### src/design/trp_pkg.sv
// Shared types and constants for the touch report parser.
package trp_pkg;

    // Status byte decode
    localparam logic [7:0] STATUS_MASK = 8'h81;
    localparam logic [7:0] STATUS_DOWN = 8'h81;
    localparam logic [7:0] STATUS_UP   = 8'h80;

    // Widths
    localparam int RAW_W    = 15;   // high*128 + low + 1, up to 16384
    localparam int DATA_W   = 7;    // payload bits kept from each data byte
    localparam int SCALE_W  = 16;   // Q0.16 reciprocal
    localparam int PIXEL_W  = 14;
    localparam int FRAC_W   = 16;
    localparam int PROD_W   = RAW_W + SCALE_W;

    // Configuration register indexes
    localparam logic [1:0] CFG_X_SCALE     = 2'd0;
    localparam logic [1:0] CFG_Y_SCALE     = 2'd1;
    localparam logic [1:0] CFG_REPORT_MODE = 2'd2;

    // Report mode codes; any other code reports both events
    localparam logic [1:0] MODE_DOWN_ONLY = 2'd0;
    localparam logic [1:0] MODE_UP_ONLY   = 2'd1;
    localparam logic [1:0] MODE_BOTH      = 2'd2;

    // Reset values
    localparam logic [SCALE_W-1:0] X_SCALE_RST = 16'd12800;
    localparam logic [SCALE_W-1:0] Y_SCALE_RST = 16'd7680;

    // One captured report, raw coordinates
    typedef struct packed {
        logic [RAW_W-1:0] x_raw;
        logic [RAW_W-1:0] y_raw;
        logic             pen_down;
    } frame_t;

    // Scaled result
    typedef struct packed {
        logic [PIXEL_W-1:0] x_pixel;
        logic [PIXEL_W-1:0] y_pixel;
        logic               pen_down;
    } report_t;

endpackage

### src/design/touch_report_parser_core.sv
// Top level of the touch report parser: config registers, parser and scaler.
//
//  channel   dir  handshake                      payload
//  s_axis    in   s_axis_tvalid / s_axis_tready  tdata[7:0] rx_byte
//  m_axis    out  m_axis_tvalid / m_axis_tready  tdata x_pixel,y_pixel; tuser pen_down
//  cfg       in   cfg_valid / cfg_ready          cfg_addr index, cfg_wdata value
//
// One byte is taken per cycle while s_axis_tready is high. A report leaves through two
// registers after its last (y high) byte: the raw frame register, then the scale
// multipliers into the result register. Reset is synchronous, active low, and clears the
// parser to idle and the scales and mode to their defaults. A stall on m_axis
// backs up through the two registers; s_axis_tready drops only when both hold.
module touch_report_parser_core (
    input  logic        aclk,
    input  logic        aresetn,
    // input byte stream
    input  logic        s_axis_tvalid,
    output logic        s_axis_tready,
    input  logic [7:0]  s_axis_tdata,    // [7:0] rx_byte
    // report stream
    output logic        m_axis_tvalid,
    input  logic        m_axis_tready,
    output logic [31:0] m_axis_tdata,    // [13:0] x_pixel, [27:14] y_pixel, [31:28] zero
    output logic        m_axis_tuser,    // [0] pen_down
    // configuration writes
    input  logic        cfg_valid,
    output logic        cfg_ready,
    input  logic [1:0]  cfg_addr,
    input  logic [15:0] cfg_wdata
);

    logic [trp_pkg::SCALE_W-1:0] x_scale_reg, x_scale_next;
    logic [trp_pkg::SCALE_W-1:0] y_scale_reg, y_scale_next;
    logic [1:0]                  mode_reg, mode_next;

    logic             frame_valid, frame_ready;
    trp_pkg::frame_t  frame;
    trp_pkg::report_t report;

    // Config writes always complete; index three is dropped.
    assign cfg_ready = 1'b1;

    always_comb begin
        x_scale_next = x_scale_reg;
        y_scale_next = y_scale_reg;
        mode_next    = mode_reg;
        if (cfg_valid) begin
            unique case (cfg_addr)
                trp_pkg::CFG_X_SCALE:     x_scale_next = cfg_wdata;
                trp_pkg::CFG_Y_SCALE:     y_scale_next = cfg_wdata;
                trp_pkg::CFG_REPORT_MODE: mode_next    = cfg_wdata[1:0];
                default:                  ;
            endcase
        end
    end

    always_ff @(posedge aclk) begin
        if (!aresetn) begin
            x_scale_reg <= trp_pkg::X_SCALE_RST;
            y_scale_reg <= trp_pkg::Y_SCALE_RST;
            mode_reg    <= trp_pkg::MODE_DOWN_ONLY;
        end else begin
            x_scale_reg <= x_scale_next;
            y_scale_reg <= y_scale_next;
            mode_reg    <= mode_next;
        end
    end

    // Status detect and data byte capture
    trp_parser u_parser (
        .aclk        (aclk),
        .aresetn     (aresetn),
        .in_valid    (s_axis_tvalid),
        .in_ready    (s_axis_tready),
        .in_byte     (s_axis_tdata),
        .report_mode (mode_reg),
        .frame_valid (frame_valid),
        .frame_ready (frame_ready),
        .frame       (frame)
    );

    // Reciprocal multiply, truncate to pixels
    trp_scale u_scale (
        .aclk      (aclk),
        .aresetn   (aresetn),
        .in_valid  (frame_valid),
        .in_ready  (frame_ready),
        .frame     (frame),
        .x_scale   (x_scale_reg),
        .y_scale   (y_scale_reg),
        .out_valid (m_axis_tvalid),
        .out_ready (m_axis_tready),
        .report    (report)
    );

    assign m_axis_tdata = {4'b0, report.y_pixel, report.x_pixel};
    assign m_axis_tuser = report.pen_down;

    a_frame_held: assert property (@(posedge aclk) disable iff (!aresetn)
        frame_valid && !frame_ready |=> frame_valid)
        else $error("raw frame dropped while scaler stalled");

    a_mode_write: assert property (@(posedge aclk) disable iff (!aresetn)
        cfg_valid && (cfg_addr == trp_pkg::CFG_REPORT_MODE) |=> mode_reg == $past(cfg_wdata[1:0]))
        else $error("report mode write not taken");

endmodule

### src/design/trp_parser.sv
// Byte parser: status detect, data byte capture, raw frame register.
module trp_parser (
    input  logic                  aclk,
    input  logic                  aresetn,
    input  logic                  in_valid,
    output logic                  in_ready,
    input  logic [7:0]            in_byte,
    input  logic [1:0]            report_mode,
    output logic                  frame_valid,
    input  logic                  frame_ready,
    output trp_pkg::frame_t       frame
);

    localparam logic [2:0] PH_IDLE = 3'd0;
    localparam logic [2:0] PH_X_LO = 3'd1;
    localparam logic [2:0] PH_X_HI = 3'd2;
    localparam logic [2:0] PH_Y_LO = 3'd3;
    localparam logic [2:0] PH_Y_HI = 3'd4;

    logic [2:0]                     phase_reg, phase_next;
    logic [trp_pkg::DATA_W-1:0]     low_reg, low_next;
    logic [trp_pkg::RAW_W-1:0]      x_raw_reg, x_raw_next;
    logic                           down_reg, down_next;
    logic                           frame_valid_reg, frame_valid_next;
    trp_pkg::frame_t                frame_reg, frame_next;

    logic                           accept;
    logic [trp_pkg::DATA_W-1:0]     data;
    logic [7:0]                     status;
    logic                           is_down, is_up, selected;
    logic [trp_pkg::RAW_W-1:0]      raw_sum;
    logic                           frame_done;

    assign in_ready = !frame_valid_reg || frame_ready;
    assign accept   = in_valid && in_ready;
    assign data     = in_byte[trp_pkg::DATA_W-1:0];
    assign status   = in_byte & trp_pkg::STATUS_MASK;
    assign is_down  = (status == trp_pkg::STATUS_DOWN);
    assign is_up    = (status == trp_pkg::STATUS_UP);

    // high*128 + low + 1, max 16384
    assign raw_sum = {1'b0, data, low_reg} + trp_pkg::RAW_W'(1);

    always_comb begin
        unique case (report_mode)
            trp_pkg::MODE_DOWN_ONLY: selected = is_down;
            trp_pkg::MODE_UP_ONLY:   selected = is_up;
            default:                 selected = is_down || is_up;
        endcase
    end

    always_comb begin
        phase_next = phase_reg;
        low_next   = low_reg;
        x_raw_next = x_raw_reg;
        down_next  = down_reg;
        frame_done = 1'b0;
        if (accept) begin
            unique case (phase_reg)
                PH_X_LO: begin
                    low_next   = data;
                    phase_next = PH_X_HI;
                end
                PH_X_HI: begin
                    x_raw_next = raw_sum;
                    phase_next = PH_Y_LO;
                end
                PH_Y_LO: begin
                    low_next   = data;
                    phase_next = PH_Y_HI;
                end
                PH_Y_HI: begin
                    frame_done = 1'b1;
                    phase_next = PH_IDLE;
                end
                default: begin
                    // idle, also unused codes
                    phase_next = PH_IDLE;
                    if (selected) begin
                        down_next  = is_down;
                        phase_next = PH_X_LO;
                    end
                end
            endcase
        end
    end

    always_comb begin
        frame_valid_next = frame_valid_reg && !frame_ready;
        frame_next       = frame_reg;
        if (frame_done) begin
            frame_valid_next    = 1'b1;
            frame_next.x_raw    = x_raw_reg;
            frame_next.y_raw    = raw_sum;
            frame_next.pen_down = down_reg;
        end
    end

    always_ff @(posedge aclk) begin
        if (!aresetn) begin
            phase_reg       <= PH_IDLE;
            low_reg         <= '0;
            x_raw_reg       <= '0;
            down_reg        <= 1'b0;
            frame_valid_reg <= 1'b0;
        end else begin
            phase_reg       <= phase_next;
            low_reg         <= low_next;
            x_raw_reg       <= x_raw_next;
            down_reg        <= down_next;
            frame_valid_reg <= frame_valid_next;
        end
    end

    always_ff @(posedge aclk) begin
        frame_reg <= frame_next;
    end

    assign frame_valid = frame_valid_reg;
    assign frame       = frame_reg;

    a_done_to_idle: assert property (@(posedge aclk) disable iff (!aresetn)
        frame_done |=> (phase_reg == PH_IDLE) && frame_valid_reg)
        else $error("parser did not return to idle after final byte");

    a_phase_legal: assert property (@(posedge aclk) disable iff (!aresetn)
        phase_reg <= PH_Y_HI)
        else $error("parser phase left the legal range");

    a_junk_stays_idle: assert property (@(posedge aclk) disable iff (!aresetn)
        accept && (phase_reg == PH_IDLE) && !is_down && !is_up |=> phase_reg == PH_IDLE)
        else $error("non-status byte started a report");

endmodule

### src/design/trp_scale.sv
// Pixel scaling: reciprocal multiply per axis into the result register.
module trp_scale (
    input  logic                          aclk,
    input  logic                          aresetn,
    input  logic                          in_valid,
    output logic                          in_ready,
    input  trp_pkg::frame_t               frame,
    input  logic [trp_pkg::SCALE_W-1:0]   x_scale,
    input  logic [trp_pkg::SCALE_W-1:0]   y_scale,
    output logic                          out_valid,
    input  logic                          out_ready,
    output trp_pkg::report_t              report
);

    logic [trp_pkg::PROD_W-1:0] x_prod, y_prod;
    logic                       out_valid_reg, out_valid_next;
    trp_pkg::report_t           report_reg, report_next;
    logic                       accept;

    assign in_ready = !out_valid_reg || out_ready;
    assign accept   = in_valid && in_ready;

    assign x_prod = trp_pkg::PROD_W'(frame.x_raw) * trp_pkg::PROD_W'(x_scale);
    assign y_prod = trp_pkg::PROD_W'(frame.y_raw) * trp_pkg::PROD_W'(y_scale);

    always_comb begin
        out_valid_next = out_valid_reg && !out_ready;
        report_next    = report_reg;
        if (accept) begin
            out_valid_next       = 1'b1;
            report_next.x_pixel  = x_prod[trp_pkg::FRAC_W +: trp_pkg::PIXEL_W];
            report_next.y_pixel  = y_prod[trp_pkg::FRAC_W +: trp_pkg::PIXEL_W];
            report_next.pen_down = frame.pen_down;
        end
    end

    always_ff @(posedge aclk) begin
        if (!aresetn) begin
            out_valid_reg <= 1'b0;
        end else begin
            out_valid_reg <= out_valid_next;
        end
    end

    always_ff @(posedge aclk) begin
        report_reg <= report_next;
    end

    assign out_valid = out_valid_reg;
    assign report    = report_reg;

    a_load_shows: assert property (@(posedge aclk) disable iff (!aresetn)
        accept |=> out_valid_reg)
        else $error("scaled result lost after load");

    a_stall_cause: assert property (@(posedge aclk) disable iff (!aresetn)
        !in_ready |-> out_valid_reg && !out_ready)
        else $error("scaler stalled without a held result");

endmodule
### config.mk
export PLATFORM = sky130hd
export DESIGN_NAME = touch_report_parser_core
export DESIGN_NICKNAME = d
export VERILOG_FILES = /design/src/design/trp_pkg.sv /design/src/design/touch_report_parser_core.sv /design/src/design/trp_parser.sv /design/src/design/trp_scale.sv
export SDC_FILE = /design/constraint.sdc
export NUM_CORES = 1
export LEC_CHECK = 0
export BUFFER_PORTS_ARGS = -buffer_cell sky130_fd_sc_hd__buf_2
export CAP_MARGIN = 20
export CORE_MARGIN = 10
export CORE_UTILIZATION = 50
export CTS_CLUSTER_SIZE = 12
export DETAILED_ROUTE_END_ITERATION = 10
export PLACE_DENSITY = 0.66
export SKIP_LAST_GASP = 1
export SLEW_MARGIN = 40
export SYNTH_ARGS = -nofsm -noshare
export SYNTH_HDL_FRONTEND = slang
export SYNTH_HIERARCHICAL = 1
export SYNTH_SLANG_ARGS = --single-unit
### constraint.sdc
create_clock -name aclk -period 7.9 [get_ports aclk]
set_clock_uncertainty 0.05 [all_clocks]
set_input_delay 1.185 -clock aclk [delete_from_list [all_inputs] [get_ports aclk]]
set_output_delay 1.185 -clock aclk [all_outputs]
set_load 0.05 [all_outputs]
==> results by group <==
Detailed routing
  – Via count: 13.46k
  – Remaining DRCs: 0
  – Length of the first detailed-routing pass in iterations: 5
  – Post-Route WL: 45.39 mm
  – Post-route antenna net violation count: 0
  – Average via count per standard cell: 5.247
  – WL/cell: 17.70 um
  – Iteration-0 DRC Markers: 687

Placement
  – Dpl hpwl: 35.04 mm
  – Dpl cell area: 20120 um^2
  – IO buf count: 61
  – DP Worst Slack: 1.283 ns
  – RePlAce Congestion: 0.8662
  – Placed insts: 2533

Synthesis
  – FF+latch count, synth: 122
  – Post-synth EDFFs: 60
  – Post-synth top flop: dfxtp_1
  – Post-Synthesis Cell Area: 19470 um^2
  – Number of distinct library cells after synthesis: 71
  – Async SR Flop Fraction: 0
  – Most common cell in the netlist: inv_1
  – Most frequent cells after synthesis: inv_1, fa_1, and2_1
  – Warnings, synthesis: 6
  – Synth area leaders: fa_1, ha_1, edfxtp_1, and2_1, inv_1
  – Cell taking the most area after synthesis: fa_1
  – Mapped Avg Cell Area: 9.584 um^2
  – Mapped Cells: 2032
  – Post-synth top area share: 0.3660
  – Sequential share of the synthesized area: 0.1563

Layout
  – Fraction of layout cells with a size suffix above 1: 0.05911
  – Fill cell instance count of the final layout: 3544
  – Area Overhead vs Synth: 6.297%
  – Fin area: 20700 um^2
  – Max reg flops: 31
  – Layout net count: 2598
  – Post-Layout Cell Count: 2565
  – Number of diodes: 0

STA
  – Final setup fails: 0
  – Slew HR: 0.4608
  – Final worst slack: 1.292 ns
  – TNS Setup: 0 ns
  – Minimum clock period: 6.608 ns
  – Fmax: 0.1513 GHz
  – Hold Fails Final Rpt: 0
  – Slew @ Worst Pin: 0.8077 ns
  – Period utilisation layout: 0.8364
  – Final Max Tran Viols: 0
  – RSZ-0062 raised after global routing: false

Status
  – Outcome: finished, final reports clean

Die
  – Die Y: 217.4 um
  – Die width: 217.4 um
  – FP Rows: 72
  – Io pins: 67
  – Initial core utilization: 0.5051
  – Die footprint: 47240 um^2
  – Core area: 38560 um^2

Setup path
  – CP Data Required Time: 8.11 ns
  – Critical-path top delay cell: edfxtp_1
  – Family with the most delay on the worst path: adder cells
  – Critical-path cell list: and2_1 -> fa_1 -> inv_1 -> fa_1 -> inv_1 -> fa_1 -> inv_1 -> fa_1 -> inv_1 -> fa_1 -> inv_1 -> fa_1 -> inv_1 -> ha_1 -> a21oi_1 -> nor3_1 -> a2111oi_4 -> a21oi_2 -> o21ai_2 -> a21boi_2 -> or4_1 -> o311ai_1
  – WP data arrival: 6.82 ns
  – Kind of critical path: flip-flop to flip-flop
  – Buffers plus inverters on the worst setup path: 6
  – CP Launch Type: flip-flop
  – CP Capture Type: flip-flop
  – Worst stage delay on the critical path: 0.60 ns
  – Crit Path Max Fanout: 15

Clock tree
  – H-tree levels: 4
  – # resized after CTS: 0
  – Clock Tree Buf Depth: 2
  – Postcts setup bufs: 0
  – CTS tree: built
  – CTS Hold Buffers Added: 0
  – Worst skew pair latency: 0.45 ns
  – Clock buffers created by TritonCTS: 17
  – Count of clock tree sinks: 122
  – Root cell of the clock tree: clkbuf_16
  – Clock-pin slew on the worst setup and hold paths: 0.07 ns

Global routing
  – Initial antenna violation count: 0
  – Tot GR Track Use: 0.2021
  – Vias in the first global route: 14.80k
  – Largest net degree at the start of global routing: 80
  – Grt total ovfl: 0
  – First-pass GRT wire length: 76.42 mm

Hold path
  – Min-delay worst type: flip-flop to flip-flop

Power
  – Power Density: 140.3 nW/um^2
  – Peak supply drop: 0.1711 mV
  – Leakage: 10.44 nW

Job
  – MaxCap Viol Count: 0
[cells in the final DEF (no fill, tap or decap), drive strengths merged, types with 3 or more instances in the layout]
cell type,instances
inv,433
conb,5
and3,4
fa,356
nand4,14
o21ai,27
buf,67
nand2,256
dfxtp,62
mux2i,42
nand4b,3
o21a,7
clkbuf,17
or3,3
xnor2,30
nand3b,3
o31ai,3
a21o,18
and2,286
edfxtp,60
nand3,12
ha,177
xor2,16
nor4,3
nor3,9
and4,6
nor2b,20
a2111oi,3
nand2b,3
a21oi,43
clkinv,3
o211ai,6
a21boi,3
nor2,19
[worst reg2reg max path: stages, from the launching register on]
cell	delay [ns]
edfxtp_1	0.60
and2_1	0.29
fa_1	0.51
inv_1	0.06
fa_1	0.52
inv_1	0.05
fa_1	0.49
inv_1	0.06
fa_1	0.54
inv_1	0.06
fa_1	0.48
inv_1	0.05
fa_1	0.47
inv_1	0.04
ha_1	0.32
a21oi_1	0.25
nor3_1	0.12
a2111oi_4	0.40
a21oi_2	0.19
o21ai_2	0.26
a21boi_2	0.10
or4_1	0.43
o311ai_1	0.11
[cell type report]
type / count / area [um^2] / area share
Timing Repair Buffer: 67 / 350.3 / 0.01692
Inverter: 422 / 1584 / 0.07652
Clock buffer: 17 / 425.4 / 0.02055
Clock inverter: 15 / 148.9 / 0.007193
Sequential cell: 122 / 3043 / 0.1470
Tap cell: 518 / 648.1 / 0.03131
Multi-Input combinational cell: 1404 / 14500 / 0.7005
[layer usage]
metal / GRT usage / vias up / share of wire
li1: - / 6170 / -
met1: 0.2636 / 6851 / 0.44
met2: 0.3349 / 373 / 0.48
met3: 0.03689 / 65 / 0.056
met4: 0.06502 / 0 / 0.024
met5: 0 / - / 0
[power by group]
group / switching (mW) / internal [mW]
logic: 0.771 / 0.576
clock network: 0.351 / 0.445
registers: 0.0368 / 0.724
[worst paths after layout]
kind	from	endpoint	slack, ns	cells past startpoint
hold reg to reg	u_parser/frame[0]	u_scale/report[0]	0.38	0
setup reg to reg	u_parser/frame[17]	u_scale/report[26]	1.29	22
setup / recovery	u_parser/frame[17]	u_scale/report[26]	1.29	22
hold / removal	u_parser/frame[0]	u_scale/report[0]	0.38	0
[kinds of logic (layout without fill, tap and decap cells)]
logic type / count (synthesis) / after routing / synth area share
and+or+nand+nor: 648 / 648 / 0.1764
adders and majority gates: 533 / 533 / 0.4797
buffers and inverters: 509 / 521 / 0.1003
AOI/OAI and AO/OA: 130 / 130 / 0.04472
DFF: 122 / 122 / 0.1563
xor gates and xnor gates: 46 / 46 / 0.02069
muxes: 42 / 42 / 0.02159
other: 2 / 5 / 0.0003856
[stage by stage]
stage / utilization / power [mW] / hold WS [ns]
final: 0.5369 / 2.904 / 0.3782
after global routing: 0.5369 / 3.162 / 0.3902
after detailed placement: 0.5218 / 2.113 / 0.3598
after CTS: 0.5367 / 2.926 / 0.3781
after floorplan: - / 1.798 / 0.3503
after global placement: 0.5216 / 2.066 / 0.3588
Power figures use the tool's default switching activity.
